**config.mk**
```make
export PLATFORM = sky130hd
export DESIGN_NAME = utf8_two_byte_decoder_flat
export DESIGN_NICKNAME = d
export VERILOG_FILES = /design/src/rtl/core/utf8d_pkg.sv /design/src/rtl/core/utf8d_channels.sv /design/src/rtl/core/utf8d_decode.sv /design/src/rtl/core/utf8d_rbuf.sv /design/src/rtl/core/utf8_two_byte_decoder.sv /design/src/flat_wrapper.sv
export VERILOG_INCLUDE_DIRS = /design/src /design/src/rtl/core
export SDC_FILE = /design/constraint.sdc
export NUM_CORES = 1
export LEC_CHECK = 0
export BUFFER_PORTS_ARGS = -buffer_cell sky130_fd_sc_hd__buf_2
export CAP_MARGIN = 20
export CORE_AREA = 2 2 93 95
export DETAILED_ROUTE_END_ITERATION = 10
export DIE_AREA = 0 0 95 97
export PLACE_DENSITY_LB_ADDON = 0.1
export SETUP_SLACK_MARGIN = 0.3
export SLEW_MARGIN = 5
export SYNTH_ARGS = -nofsm -noshare
export SYNTH_HDL_FRONTEND = slang
export SYNTH_SLANG_ARGS = --single-unit
```
**constraint.sdc**
```tcl
create_clock -name i_clk -period 3.5 [get_ports i_clk]
set_input_delay 0.35 -clock i_clk [delete_from_list [all_inputs] [get_ports i_clk]]
set_output_delay 0.35 -clock i_clk [all_outputs]
set_load 0.1 [all_outputs]
```
**src/rtl/core/utf8_two_byte_decoder_defines.svh**
```systemverilog
// Assertion macros shared by the UTF-8 two-byte decoder RTL.
// Depends on nothing; included by the modules that carry assertions.
`ifndef UTF8_TWO_BYTE_DECODER_DEFINES_SVH
`define UTF8_TWO_BYTE_DECODER_DEFINES_SVH

// Condition in this cycle implies a consequence in the same cycle.
`define UTF8D_ASSERT_SAME(label, clk, rst_n, cond, conseq) \
    label: assert property (@(posedge clk) disable iff (!(rst_n)) \
        (cond) |-> (conseq)) else $error("utf8d check failed");

// Condition in this cycle implies a consequence in the next cycle.
`define UTF8D_ASSERT_NEXT(label, clk, rst_n, cond, conseq) \
    label: assert property (@(posedge clk) disable iff (!(rst_n)) \
        (cond) |=> (conseq)) else $error("utf8d check failed");

`endif

```
**src/rtl/core/utf8d_pkg.sv**
```systemverilog
// Types and constants of the UTF-8 two-byte decoder.
// Used by the channel interfaces and by every decoder module.
package utf8d_pkg;

    // Decoder mode between bytes.
    typedef enum logic [1:0] {
        MODE_IDLE = 2'd0,
        MODE_LEAD = 2'd1,
        MODE_SKIP = 2'd2
    } t_mode;

    localparam int unsigned BYTE_W  = 8;
    localparam int unsigned CODE_W  = 12;
    localparam int unsigned LEAD_W  = 5;
    localparam int unsigned CONT_W  = 6;

    localparam logic [BYTE_W-1:0] CONT_MASK = 8'hC0;
    localparam logic [BYTE_W-1:0] CONT_TAG  = 8'h80;
    localparam logic [BYTE_W-1:0] LEAD_MASK = 8'hE0;
    localparam logic [BYTE_W-1:0] LEAD_TAG  = 8'hC0;

    localparam logic signed [CODE_W-1:0] UNKNOWN_CODE = -12'sd1;

    // One result item.
    typedef struct packed {
        logic signed [CODE_W-1:0] glyph_code;
        logic                     run_last;
        logic                     text_end_out;
    } t_result;

    // Results that one byte hands to the result buffer.
    typedef struct packed {
        logic [1:0] count;
        t_result    res0;
        t_result    res1;
    } t_push;

endpackage

```
**src/rtl/core/utf8d_channels.sv**
```systemverilog
// Valid/ready channel interfaces of the UTF-8 two-byte decoder.
// Depends on utf8d_pkg for field widths.

// Byte channel into the decoder.
interface utf8d_byte_if;
    logic                           valid;
    logic                           ready;
    logic [utf8d_pkg::BYTE_W-1:0]   text_byte;
    logic                           text_end_in;

    modport source (output valid, output text_byte, output text_end_in, input ready);
    modport sink   (input valid, input text_byte, input text_end_in, output ready);
endinterface

// Code point channel out of the decoder.
interface utf8d_code_if;
    logic                                 valid;
    logic                                 ready;
    logic signed [utf8d_pkg::CODE_W-1:0]  glyph_code;
    logic                                 run_last;
    logic                                 text_end_out;

    modport source (output valid, output glyph_code, output run_last,
                    output text_end_out, input ready);
    modport sink   (input valid, input glyph_code, input run_last,
                    input text_end_out, output ready);
endinterface

```
**src/rtl/core/utf8d_decode.sv**
```systemverilog
// Input register, mode state and per-byte decode of the UTF-8 decoder.
// Depends on utf8d_pkg, utf8d_byte_if and the assertion macro header.
`include "utf8_two_byte_decoder_defines.svh"

module utf8d_decode (
    input  logic             i_clk,
    input  logic             i_rst_n,
    utf8d_byte_if.sink       i_text,
    input  logic             i_space,
    output utf8d_pkg::t_push o_push
);
    import utf8d_pkg::*;

    logic                r_valid;
    logic [BYTE_W-1:0]   r_byte;
    logic                r_end;
    t_mode               r_mode;
    t_mode               n_mode;
    logic [LEAD_W-1:0]   r_lead;
    logic [LEAD_W-1:0]   n_lead;

    logic                is_cont;
    logic                is_ascii;
    logic                is_lead;
    logic                pre_unk;
    logic                fresh;
    logic                main_hit;
    logic [CODE_W-1:0]   main_code;
    logic                end_unk;
    logic [1:0]          cnt;
    t_result             res0;
    t_result             res1;
    logic                consume;

    // Byte classes.
    assign is_cont  = (r_byte & CONT_MASK) == CONT_TAG;
    assign is_lead  = (r_byte & LEAD_MASK) == LEAD_TAG;
    assign is_ascii = !r_byte[BYTE_W-1];

    // Decode of the held byte against the current mode.
    always_comb begin
        n_mode    = r_mode;
        n_lead    = r_lead;
        pre_unk   = 1'b0;
        fresh     = 1'b0;
        main_hit  = 1'b0;
        main_code = '0;
        end_unk   = 1'b0;
        cnt       = 2'd0;
        res0      = '0;
        res1      = '0;

        case (r_mode)
            MODE_LEAD: begin
                if (is_cont) begin
                    main_hit  = 1'b1;
                    main_code = {1'b0, r_lead, r_byte[CONT_W-1:0]};
                    n_mode    = MODE_IDLE;
                end else begin
                    pre_unk = 1'b1;
                    fresh   = 1'b1;
                end
            end
            MODE_SKIP: begin
                if (!is_cont) begin
                    pre_unk = 1'b1;
                    fresh   = 1'b1;
                end
            end
            default: begin
                fresh = 1'b1;
            end
        endcase

        // The byte opens a new sequence.
        if (fresh) begin
            if (is_ascii) begin
                main_hit  = 1'b1;
                main_code = {{(CODE_W-BYTE_W){1'b0}}, r_byte};
                n_mode    = MODE_IDLE;
            end else if (is_lead) begin
                n_mode = MODE_LEAD;
                n_lead = r_byte[LEAD_W-1:0];
            end else begin
                n_mode = MODE_SKIP;
            end
        end

        // End of text closes any pending sequence.
        if (r_end) begin
            end_unk = (n_mode != MODE_IDLE);
            n_mode  = MODE_IDLE;
            n_lead  = '0;
        end

        // Pack the results in order.
        if (pre_unk) begin
            res0.glyph_code = UNKNOWN_CODE;
            cnt             = 2'd1;
        end
        if (main_hit) begin
            if (cnt == 2'd0) begin
                res0.glyph_code = main_code;
            end else begin
                res1.glyph_code = main_code;
            end
            cnt = cnt + 2'd1;
        end
        if (end_unk) begin
            if (cnt == 2'd0) begin
                res0.glyph_code = UNKNOWN_CODE;
            end else begin
                res1.glyph_code = UNKNOWN_CODE;
            end
            cnt = cnt + 2'd1;
        end

        // Flags go on the last result of the byte.
        if (cnt == 2'd1) begin
            res0.run_last     = 1'b1;
            res0.text_end_out = r_end;
        end else if (cnt == 2'd2) begin
            res1.run_last     = 1'b1;
            res1.text_end_out = r_end;
        end
    end

    // A byte leaves the input register when its results fit in the buffer.
    assign consume      = r_valid && ((cnt == 2'd0) || i_space);
    assign i_text.ready = !r_valid || consume;

    assign o_push.count = consume ? cnt : 2'd0;
    assign o_push.res0  = res0;
    assign o_push.res1  = res1;

    // Input register.
    always_ff @(posedge i_clk) begin
        if (!i_rst_n) begin
            r_valid <= 1'b0;
        end else if (i_text.ready) begin
            r_valid <= i_text.valid;
        end
    end

    always_ff @(posedge i_clk) begin
        if (i_text.valid && i_text.ready) begin
            r_byte <= i_text.text_byte;
            r_end  <= i_text.text_end_in;
        end
    end

    // Mode and pending lead bits.
    always_ff @(posedge i_clk) begin
        if (!i_rst_n) begin
            r_mode <= MODE_IDLE;
            r_lead <= '0;
        end else if (consume) begin
            r_mode <= n_mode;
            r_lead <= n_lead;
        end
    end

    `UTF8D_ASSERT_NEXT(a_end_clears_state, i_clk, i_rst_n, consume && r_end,
        (r_mode == MODE_IDLE) && (r_lead == '0))
    `UTF8D_ASSERT_SAME(a_end_gives_result, i_clk, i_rst_n, consume && r_end,
        o_push.count != 2'd0)

endmodule

```
**src/rtl/core/utf8d_rbuf.sv**
```systemverilog
// Result buffer of the UTF-8 decoder: a small queue of result items.
// Depends on utf8d_pkg, utf8d_code_if and the assertion macro header.
`include "utf8_two_byte_decoder_defines.svh"

module utf8d_rbuf #(
    parameter int unsigned DEPTH = 4
) (
    input  logic             i_clk,
    input  logic             i_rst_n,
    input  utf8d_pkg::t_push i_push,
    output logic             o_space,
    utf8d_code_if.source     o_glyph
);
    import utf8d_pkg::*;

    localparam int unsigned PTR_W = (DEPTH > 1) ? $clog2(DEPTH) : 1;
    localparam int unsigned CNT_W = $clog2(DEPTH + 1);
    localparam logic [PTR_W-1:0] LAST_PTR = PTR_W'(DEPTH - 1);
    localparam logic [CNT_W-1:0] SPACE_MAX = CNT_W'(DEPTH - 2);

    t_result           r_mem [DEPTH];
    logic [PTR_W-1:0]  r_wr;
    logic [PTR_W-1:0]  r_rd;
    logic [CNT_W-1:0]  r_count;
    logic [PTR_W-1:0]  wr_next;
    logic [PTR_W-1:0]  wr_after;
    logic              pop;
    t_result           head;

    // Pointer wrap for any depth.
    assign wr_next  = (r_wr == LAST_PTR) ? '0 : r_wr + PTR_W'(1);
    assign wr_after = (wr_next == LAST_PTR) ? '0 : wr_next + PTR_W'(1);

    // Room for a full pair of results.
    assign o_space = r_count <= SPACE_MAX;

    assign head                 = r_mem[r_rd];
    assign pop                  = o_glyph.valid && o_glyph.ready;
    assign o_glyph.valid        = r_count != '0;
    assign o_glyph.glyph_code   = head.glyph_code;
    assign o_glyph.run_last     = head.run_last;
    assign o_glyph.text_end_out = head.text_end_out;

    // Storage writes.
    always_ff @(posedge i_clk) begin
        if (i_push.count != 2'd0) begin
            r_mem[r_wr] <= i_push.res0;
        end
        if (i_push.count == 2'd2) begin
            r_mem[wr_next] <= i_push.res1;
        end
    end

    // Pointers and fill count.
    always_ff @(posedge i_clk) begin
        if (!i_rst_n) begin
            r_wr    <= '0;
            r_rd    <= '0;
            r_count <= '0;
        end else begin
            if (i_push.count == 2'd1) begin
                r_wr <= wr_next;
            end else if (i_push.count == 2'd2) begin
                r_wr <= wr_after;
            end
            if (pop) begin
                r_rd <= (r_rd == LAST_PTR) ? '0 : r_rd + PTR_W'(1);
            end
            r_count <= r_count + CNT_W'(i_push.count) - CNT_W'(pop);
        end
    end

    `UTF8D_ASSERT_SAME(a_push_has_room, i_clk, i_rst_n, i_push.count != 2'd0,
        r_count <= SPACE_MAX)
    `UTF8D_ASSERT_SAME(a_empty_aligned, i_clk, i_rst_n, r_count == '0, r_wr == r_rd)

endmodule

```
**src/rtl/core/utf8_two_byte_decoder.sv**
```systemverilog
// Top level of the UTF-8 two-byte decoder.
// Depends on utf8d_pkg, the channel interfaces, utf8d_decode and utf8d_rbuf.

// Decodes a byte stream into code points: ASCII passes through, a 110xxxxx
// lead with a 10xxxxxx continuation gives an 11-bit code point, and anything
// else gives -1 once per broken sequence. One byte is taken per clock while
// the result queue has room for two results or the byte yields none; a byte
// can yield two results (an unknown, then its own code or the end-of-text
// unknown). The output port gives one result per cycle while the receiver is
// ready. A byte passes through the input register and the result queue before
// its first result appears. Input ready does not depend on output ready; the
// queue depth RBUF_DEPTH (at least 2) sets how much output stall is absorbed.
module utf8_two_byte_decoder #(
    parameter int unsigned RBUF_DEPTH = 4
) (
    input  logic         i_clk,
    input  logic         i_rst_n,
    utf8d_byte_if.sink   i_text,
    utf8d_code_if.source o_glyph
);
    import utf8d_pkg::*;

    t_push push;
    logic  space;

    // Byte decode and mode state.
    utf8d_decode u_decode (
        .i_clk   (i_clk),
        .i_rst_n (i_rst_n),
        .i_text  (i_text),
        .i_space (space),
        .o_push  (push)
    );

    // Result queue toward the output channel.
    utf8d_rbuf #(
        .DEPTH (RBUF_DEPTH)
    ) u_rbuf (
        .i_clk   (i_clk),
        .i_rst_n (i_rst_n),
        .i_push  (push),
        .o_space (space),
        .o_glyph (o_glyph)
    );

endmodule

```
**src/flat_wrapper.sv**
```systemverilog
// flat-port wrapper written by rule: the top's interface ports become plain ports
module utf8_two_byte_decoder_flat import utf8d_pkg::*;
#(
    parameter int unsigned RBUF_DEPTH = 4
)
  (i_clk, i_rst_n, i_text_valid, i_text_text_byte, i_text_text_end_in, i_text_ready, o_glyph_valid, o_glyph_glyph_code, o_glyph_run_last, o_glyph_text_end_out, o_glyph_ready);
  utf8d_byte_if i_text_i ();
  utf8d_code_if o_glyph_i ();
  input  logic i_clk;
  input  logic i_rst_n;
  input wire logic [$bits(i_text_i.valid)-1:0] i_text_valid;
  input wire logic [$bits(i_text_i.text_byte)-1:0] i_text_text_byte;
  input wire logic [$bits(i_text_i.text_end_in)-1:0] i_text_text_end_in;
  output wire logic [$bits(i_text_i.ready)-1:0] i_text_ready;
  output wire logic [$bits(o_glyph_i.valid)-1:0] o_glyph_valid;
  output wire logic [$bits(o_glyph_i.glyph_code)-1:0] o_glyph_glyph_code;
  output wire logic [$bits(o_glyph_i.run_last)-1:0] o_glyph_run_last;
  output wire logic [$bits(o_glyph_i.text_end_out)-1:0] o_glyph_text_end_out;
  input wire logic [$bits(o_glyph_i.ready)-1:0] o_glyph_ready;
  assign i_text_i.valid = i_text_valid;
  assign i_text_i.text_byte = i_text_text_byte;
  assign i_text_i.text_end_in = i_text_text_end_in;
  assign i_text_ready = i_text_i.ready;
  assign o_glyph_valid = o_glyph_i.valid;
  assign o_glyph_glyph_code = o_glyph_i.glyph_code;
  assign o_glyph_run_last = o_glyph_i.run_last;
  assign o_glyph_text_end_out = o_glyph_i.text_end_out;
  assign o_glyph_i.ready = o_glyph_ready;
  utf8_two_byte_decoder #(.RBUF_DEPTH(RBUF_DEPTH)) u_core (.i_clk(i_clk), .i_rst_n(i_rst_n), .i_text(i_text_i), .o_glyph(o_glyph_i));
endmodule
```
==> results of run 1 <==
[final timing paths]
| kind | start | to | cells past startpoint |
|---|---|---|---|
| setup reg to reg | u_core.u_decode.r_mode[1]$_SDFFE_PN0N_ | u_core.u_rbuf.r_mem[0][5]$_DFFE_PP_ | 14 |
| hold reg to reg | u_core.u_rbuf.r_rd[1]$_SDFFE_PN0P_ | u_core.u_rbuf.r_rd[1]$_SDFFE_PN0P_ | 2 |
| hold / removal | i_text_text_byte[1] | u_core.u_decode.r_byte[1]$_DFFE_PP_ | 1 |
| setup / recovery | u_core.u_decode.r_mode[1]$_SDFFE_PN0N_ | u_core.u_rbuf.r_mem[0][5]$_DFFE_PP_ | 14 |
[cells by family (layout without fill, tap and decap cells)]
group / Yosys count / count (layout) / synth area share (%)
xor gates and xnor gates: 4 / 4 / 0.795
buffers and inverters: 37 / 85 / 3.60
AOI/OAI and AO/OA: 86 / 86 / 13.3
and+or+nand+nor: 144 / 144 / 14.6
DFF: 82 / 82 / 52.0
muxes: 21 / 21 / 9.88
adders and majority gates: 20 / 20 / 5.85
[per-layer routing]
metal  up-vias  wire, um  global-route usage, %  part of all wire, %
li1       1510         -                      -                    -
met2       103      4430                   33.9                   48
met4         0       230                   10.3                  2.5
met3        21       451                   3.50                  4.9
met1      1449      4120                   29.5                   45
met5         -         0                      0                    0
[flip-flops by register name, summed over array words and instances (netlist names), named ones only]
register and flops:
u_core.u_rbuf.r_count 3, u_core.u_rbuf.r_rd 2, u_core.u_decode.r_valid 1, u_core.u_decode.r_lead 5
u_core.u_decode.r_byte 8, u_core.u_decode.r_end 1, u_core.u_rbuf.r_wr 2, u_core.u_rbuf.r_mem 56
u_core.u_decode.r_mode 2
[area by class of cell]
class,instances,area [um^2],share of cell area (%)
Timing Repair Buffer,51,315,6.27
Sequential cell,82,2290,45.6
Multi-Input combinational cell,275,2040,40.5
Clock inverter,7,58.8,1.17
Tap cell,105,131,2.61
Inverter,18,67.6,1.34
Clock buffer,9,124,2.46
[cell usage in the layout (no fill, tap or decap), drive strengths merged, types with 2 or more instances in the layout]
master   n
o21ai   30
mux2i    3
xor2     2
nor2    21
nor3     7
edfxtp  65
a221o    4
a31oi    3
o22ai    4
a211oi   5
nand2   82
ha      19
dfxtp   17
buf     50
and2    20
o21a     4
a21boi   4
a32o     4
mux4    18
a21oi   22
xnor2    2
inv     21
clkbuf  10
clkinv   3
nand2b   6
[power by group]
part	total [uW]	switching, uW	leakage, uW	internal (uW)
sequential	1210	61.1	0.000741	1140
clock	649	379	0.0000925	270
combinational	1090	778	0.00112	308
[critical path: cells and delay by family (launching register included)]
kind	cells	cell delay [ns]
AOI/OAI and AO/OA	3	0.71
adders and majority gates	2	0.50
buffers and inverters	2	0.23
DFF	1	0.38
and+or+nand+nor	7	0.99
[metrics by stage]
stage	area [um^2]	hold WS (ns)	setup slack [ns]
after floorplan	4460	0.449	0.0596
after global placement	4780	0.470	0.380
after detailed placement	4780	0.477	0.263
after CTS	4980	0.154	0.302
after global routing	5030	0.147	0.239
final	5030	0.168	0.452
[what timing repair did]
item | 4_1_cts | 5_1_grt
gates resized for setup | 5 | 7
pin swaps | 0 | 4
cloned | 0 | 0
buffers inserted | 0 | 4
endpoints found under the setup margin | 19 | 37
==> metrics.md, run 1 <==
| Metric | Value |
|---|---|
| Number of global-route vias before repair | about 3000 |
| Num Clock Sinks | 82 |
| Clock tree from TritonCTS | done |
| Maximum number of pins on one net before global-route repair | 17 |
| Antenna-violating nets left | 0 |
| Sort of element at the end of the critical path | flip-flop |
| Class of the worst hold path | input port to flip-flop |
| Gate count of the mapped netlist | about 390 |
| Portion of synthesized cell area occupied by the leading cell type | 44.3% |
| Placed cells | 527 |
| Headroom to the max-slew limit | between 40 and 50% |
| Number of DRC markers in iteration 0 | between 200 and 250 |
| Layout filler cell count | around 640 |
| WP data arrival | 3.16 ns |
| Worst path cell trace | inv_1 -> ha_2 -> buf_4 -> nor2_4 -> a21o_2 -> and2_1 -> nor2_1 -> nor2_1 -> ha_2 -> nand2_1 -> and2_1 -> o21ai_2 -> a21boi_4 -> nand2_1 |
| Total CTS buffers | 9 |
| Setup_tns | 0 ns |
| Clock latency of the later-clocked register in the worst-skew pair | approximately 0.35 ns |
| Setup repair after global routing missed its margin | true |
| Post-Route Utilization | roughly three fifths |
| Placed wire-length estimate | 6.82 mm |
| Count of max-cap constraint violations | 0 |
| Required arrival time at the worst endpoint | roughly 3.6 ns |
| Gr ovfl total | 0 |
| Worst R2R Setup Slack | 0.45 ns |
| Max Buffers Root-to-Sink | 2 |
| Share of final-layout standard cells stronger than drive strength 1 | 25.1% |
| Diode count | 0 |
| Worst-margin pin slew | around 0.83 ns |
| Hold buffers post-CTS | 0 |
| Average wire length per cell after detail routing | 16.9 um |
| Worst setup path class | flip-flop to flip-flop |
| Reg clk slew, reported paths | roughly 0.090 ns |
| Cell variety after synth | slightly below 50 |
| Post-detailed-routing wire length | 9.23 mm |
| Summed instance area of the synthesized netlist | 4410 um^2 |
| Synthesized Nets | around 430 |
| Total die area | 9220 um^2 |
| Most used standard cells in the synthesized netlist | sky130_fd_sc_hd__nand2_1, sky130_fd_sc_hd__edfxtp_1, sky130_fd_sc_hd__o21ai_0, sky130_fd_sc_hd__a21oi_1 |
| Top-Level Pins | 29 |
| Min Tclk post-route | 3.05 ns |
| Post-synth top flop | sky130_fd_sc_hd__edfxtp_1 |
| Leading cell type by number of instances after synthesis | sky130_fd_sc_hd__nand2_1 |
| Max-slew violations | 0 |
| Area contributors post-synth | sky130_fd_sc_hd__edfxtp_1, sky130_fd_sc_hd__mux4_2, sky130_fd_sc_hd__dfxtp_1 |
| Number of register bits inferred by synthesis | just over 80 |
| Ys async rst share | 0% |
| Final weighted congestion in routability-driven placement | 0.813 |
| Fin crit share | 87.1% |
| Core box area | 8130 um^2 |
| Crit-path slowest cell | sky130_fd_sc_hd__dfxtp_2 |
| P_leak | 0.00195 uW |
| # H-tree levels | 3 |
| Leading area contributor after synthesis | sky130_fd_sc_hd__edfxtp_1 |
| Number of port buffers | 28 |
| Post-Route Skew | between 0.009 and 0.01 ns |
| Peak VDD IR | 0.000330 V |
| GR Util All Layers | roughly 22% |
| Final Total Pwr | 2940 uW |
| Wire length of the first global-routing pass | 15.1 mm |
| First-pass DRT Iterations | 5 |
| Final cell count without fillers | 547 |
| Total of endpoints with negative setup slack in the final report | 0 |
| Post-layout nets | 470 |
| Horiz. Die Dim | 95 um |
| Worst-path fanout max | 8 |
| Routed via count | ~3100 |
| Ys Warns | 0 |
| Root Buffer Master | sky130_fd_sc_hd__clkbuf_8 |
| Syn Area/Cell | 11.2 um^2 |
| Delay contributed by the slowest stage of the critical path | 0.38 ns |
| Maximum operating frequency | 328 MHz |
| Critical path launch point type | flip-flop |
| Synthesis-to-finish area growth | 14.0% |
| Post-synthesis sequential area ratio | 52.0% |
| Vertical die dimension | 97 um |
| Post-synth EDFFs | 65 |
| Drt via density | around 5.6 |
| Number of remaining DRC errors | 0 |
| Antenna violations before repair | 0 |
| Final count of hold timing violations | 0 |
| Row Count | 33 |
| Initial standard-cell utilization of the core | around 54% |
| Outcome | finished clean |
| Power Dens Cells | 585 nW/um^2 |
(Power assumes the default switching activity.)
==> inputs of run 2 (changes only) <==
--- a/config.mk
+++ b/config.mk
@@ -12,6 +12,7 @@
 export DETAILED_ROUTE_END_ITERATION = 10
 export DIE_AREA = 0 0 95 97
 export PLACE_DENSITY_LB_ADDON = 0.1
+export RECOVER_POWER = 25
 export SETUP_SLACK_MARGIN = 0.3
 export SLEW_MARGIN = 5
 export SYNTH_ARGS = -nofsm -noshare
==> run 2 against run 1 <==
Hold slack worse by 0.0027 ns. First-iteration DRC count is 0.50% lower. Combinational power hardly changed. Sequential share of layout area is 0.32 points higher. Critical endpoint is now u_core.u_decode.r_lead[2]$_SDFFE_PN0P_.
==> metrics.md, run 2 (synthesis gave the netlist of run 1 again) <==
| Metric | Value |
|---|---|
| Part of the total power dissipated in the clock network | 22.2% (about the same) |
| First-pass DRT Iterations | 5 (unchanged) |
| Critical path launch point type | flip-flop |
| Number of port buffers | 28 (unchanged) |
| Vertical die dimension | 97 um (unchanged) |
| Reg clk slew, reported paths | 0.09 ns (about the same) |
| P_leak | 0.00191 uW (-2.3%) |
| Final cell count without fillers | 547 (unchanged) |
| Placed cells | 527 (unchanged) |
| Share of final-layout standard cells stronger than drive strength 1 | 20.8% (-4.3 points) |
| Maximum number of pins on one net before global-route repair | 17 (unchanged) |
| Share of total power in combinational logic | 36.5% (-0.4 points) |
| Total net switching power | 1220 uW (about the same) |
| Power Dens Cells | 585 nW/um^2 (about the same) |
| Post-layout nets | 470 (unchanged) |
| Average wire length per cell after detail routing | 17.0 um (+0.75%) |
| Worst-path fanout max | 10 (+2) |
| Required arrival time at the worst endpoint | 3.80 ns (+0.19 ns) |
| Number of stages on the worst hold path | 1 (unchanged) |
| Class of the worst hold path | input port to flip-flop |
| Synthesis-to-finish area growth | 13.2% |
| Peak VDD IR | 0.000326 V (-0.98%) |
| Antenna-violating nets left | 0 (unchanged) |
| Setup_tns | 0 ns (unchanged) |
| Final weighted congestion in routability-driven placement | 0.813 (unchanged) |
| Fin crit share | 89.3% (+2.2 points) |
| Gr ovfl total | 0 (unchanged) |
| Clock tree from TritonCTS | done |
| Num Clock Sinks | 82 (unchanged) |
| Start point of the worst min-delay path | i_text_text_byte[1] |
| Worst setup path class | flip-flop to flip-flop |
| Flip-flop count of the largest register, all copies and words added | 56 (unchanged) |
| Row Count | 33 (unchanged) |
| Horiz. Die Dim | 95 um (unchanged) |
| Most common cell after layout, fill and taps aside | sky130_fd_sc_hd__nand2_1 |
| Wire length of the first global-routing pass | 15.1 mm (unchanged) |
| Sort of element at the end of the critical path | flip-flop |
| Layout filler cell count | 651 (+1.2%) |
| Total of endpoints with negative setup slack in the final report | 0 (unchanged) |
| Final Total Pwr | 2920 uW (-0.65%) |
| Min Tclk post-route | 3.12 ns (+0.0762 ns) |
| Antenna violations before repair | 0 (unchanged) |
| Number of DRC markers in iteration 0 | 201 (-0.50%) |
| Outcome | finished clean |
| Final count of hold timing violations | 0 (unchanged) |
| End point of the most critical hold path | u_core.u_decode.r_byte[1]$_DFFE_PP_ |
| Worst flop-to-flop path endpoint | u_core.u_decode.r_lead[2]$_SDFFE_PN0P_ |
| Number of remaining DRC errors | 0 (unchanged) |
| Fraction of power consumed by sequential logic | 41.3% (+0.3 points) |
| Worst-margin pin slew | 1.26 ns (+0.426 ns) |
| Clock latency of the later-clocked register in the worst-skew pair | 0.36 ns (about the same) |
| WP data arrival | 3.42 ns (+0.26 ns) |
| Max Buffers Root-to-Sink | 2 (unchanged) |
| Top-Level Pins | 29 (unchanged) |
| Worst flop-to-flop path startpoint | u_core.u_decode.r_mode[0]$_SDFFE_PN0N_ |
| Core box area | 8130 um^2 (unchanged) |
| GR Util All Layers | 21.7% (unchanged) |
| Top library cells by usage in the layout, fill and taps aside | sky130_fd_sc_hd__nand2_1, sky130_fd_sc_hd__edfxtp_1, sky130_fd_sc_hd__buf_4 |
| Diode count | 0 (unchanged) |
| # H-tree levels | 3 (unchanged) |
| Root Buffer Master | sky130_fd_sc_hd__clkbuf_8 |
| Registers with the most flip-flops | u_core.u_rbuf.r_mem x56, u_core.u_decode.r_byte x8, u_core.u_decode.r_lead x5 |
| Worst R2R Setup Slack | 0.38 ns (-0.08 ns) |
| Proportion of total power due to net switching | 41.7% (+0.27 points) |
| Setup repair after global routing missed its margin | true |
| Routed via count | 3089 (+0.19%) |
| Drt via density | 5.65 (+0.19%) |
| Count of max-cap constraint violations | 0 (unchanged) |
| FF-to-FF path depth | 9 (-5) |
| Post-Route Skew | 0.00982 ns (+0.000416 ns) |
| Post-detailed-routing wire length | 9.30 mm (+0.75%) |
| Register with the most flip-flops | u_core.u_rbuf.r_mem |
| Headroom to the max-slew limit | 13.8% (-30 points) |
| Total die area | 9220 um^2 (unchanged) |
| Total CTS buffers | 9 (unchanged) |
| Initial standard-cell utilization of the core | 54.2% (unchanged) |
| Placed wire-length estimate | 6.82 mm (unchanged) |
| Max-slew violations | 0 (unchanged) |
| Maximum operating frequency | 320 MHz (-2.4%) |
| Cell-internal power | 1700 uW (-1.1%) |
| Number of global-route vias before repair | 2963 (unchanged) |
[run 2: changes by cell type in the layout (fill, tap and decap cells not counted), sizes merged]
| cell | change |
|---|---|
| clkbuf | +16 |
| buf | -16 |
[run 2: worst max path at each step]
stage | endpoint | slack (ns) | from
detailed placement | u_core.u_rbuf.r_mem[1][2]$_DFFE_PP_ | 0.26 | u_core.u_decode.r_mode[0]$_SDFFE_PN0N_
CTS | u_core.u_rbuf.r_mem[2][2]$_DFFE_PP_ | 0.30 | u_core.u_decode.r_mode[1]$_SDFFE_PN0N_
finish | u_core.u_decode.r_lead[2]$_SDFFE_PN0P_ | 0.38 | u_core.u_decode.r_mode[0]$_SDFFE_PN0N_
global placement | u_core.u_rbuf.r_mem[2][2]$_DFFE_PP_ | 0.38 | u_core.u_decode.r_mode[0]$_SDFFE_PN0N_
global route | u_core.u_decode.r_lead[0]$_SDFFE_PN0P_ | 0.16 | u_core.u_decode.r_mode[0]$_SDFFE_PN0N_
floorplan | u_core.u_rbuf.r_mem[1][0]$_DFFE_PP_ | 0.06 | u_core.u_decode.r_mode[1]$_SDFFE_PN0N_
[run 2: power groups by stage]
stage                     registers [uW]  logic (uW)  clock network, uW
after floorplan                     1200         911                  0
after global placement              1220        1060                  0
after detailed placement            1230        1070                  0
after CTS                           1210        1080                658
after global routing                1210        1140                695
final                               1210        1070                650
[run 2: critical path, cell delays in order, from the launching register on]
cell and delay [ns]:
sky130_fd_sc_hd__dfxtp_2 0.38, sky130_fd_sc_hd__ha_1 0.24, sky130_fd_sc_hd__nand2b_1 0.15, sky130_fd_sc_hd__and2_0 0.23
sky130_fd_sc_hd__ha_1 0.32, sky130_fd_sc_hd__buf_4 0.19, sky130_fd_sc_hd__nand4_1 0.10, sky130_fd_sc_hd__a21oi_1 0.08
sky130_fd_sc_hd__a2111oi_0 1.09, sky130_fd_sc_hd__a221o_1 0.29
[run 2: what timing repair did]
| item | in CTS | in global routing |
|---|---|---|
| pin swaps | 0 | 4 |
| resized for setup | 5 | 7 |
| gates cloned | 0 | 0 |
| endpoints found under the setup margin | 19 | 37 |
| hold buffers | 0 | 0 |
| setup buffers | 0 | 4 |
[run 2: area by class of cell]
type                       count  area [um^2]  area share [%]
inverter                      18         67.6            1.35
sequential                    82         2290            46.0
multi-input combinational    275         2020            40.5
tap                          105          131            2.63
timing repair buffer          51          293            5.86
clock inverter                 7         58.8            1.18
clock buffer                   9          124            2.48
[run 2: metrics by stage]
stage               hold WS, ns  utilization, %  setup WS [ns]  cell area [um^2]
finish                    0.165            61.4          0.376              4990
global route              0.147            61.4          0.157              4990
CTS                       0.154            61.2          0.302              4980
detailed placement        0.477            58.7          0.263              4780
global placement          0.470            58.7          0.380              4780
floorplan                 0.449               -         0.0596              4460
[run 2: per-layer routing]
metal  global-route usage [%]  up-vias  routed length (um)
li1                         -     1508                   -
met1                     29.5     1460                4210
met2                     33.9       98                4420
met3                     3.50       23                 426
met4                     10.3        0                 240
met5                        0        -                   0
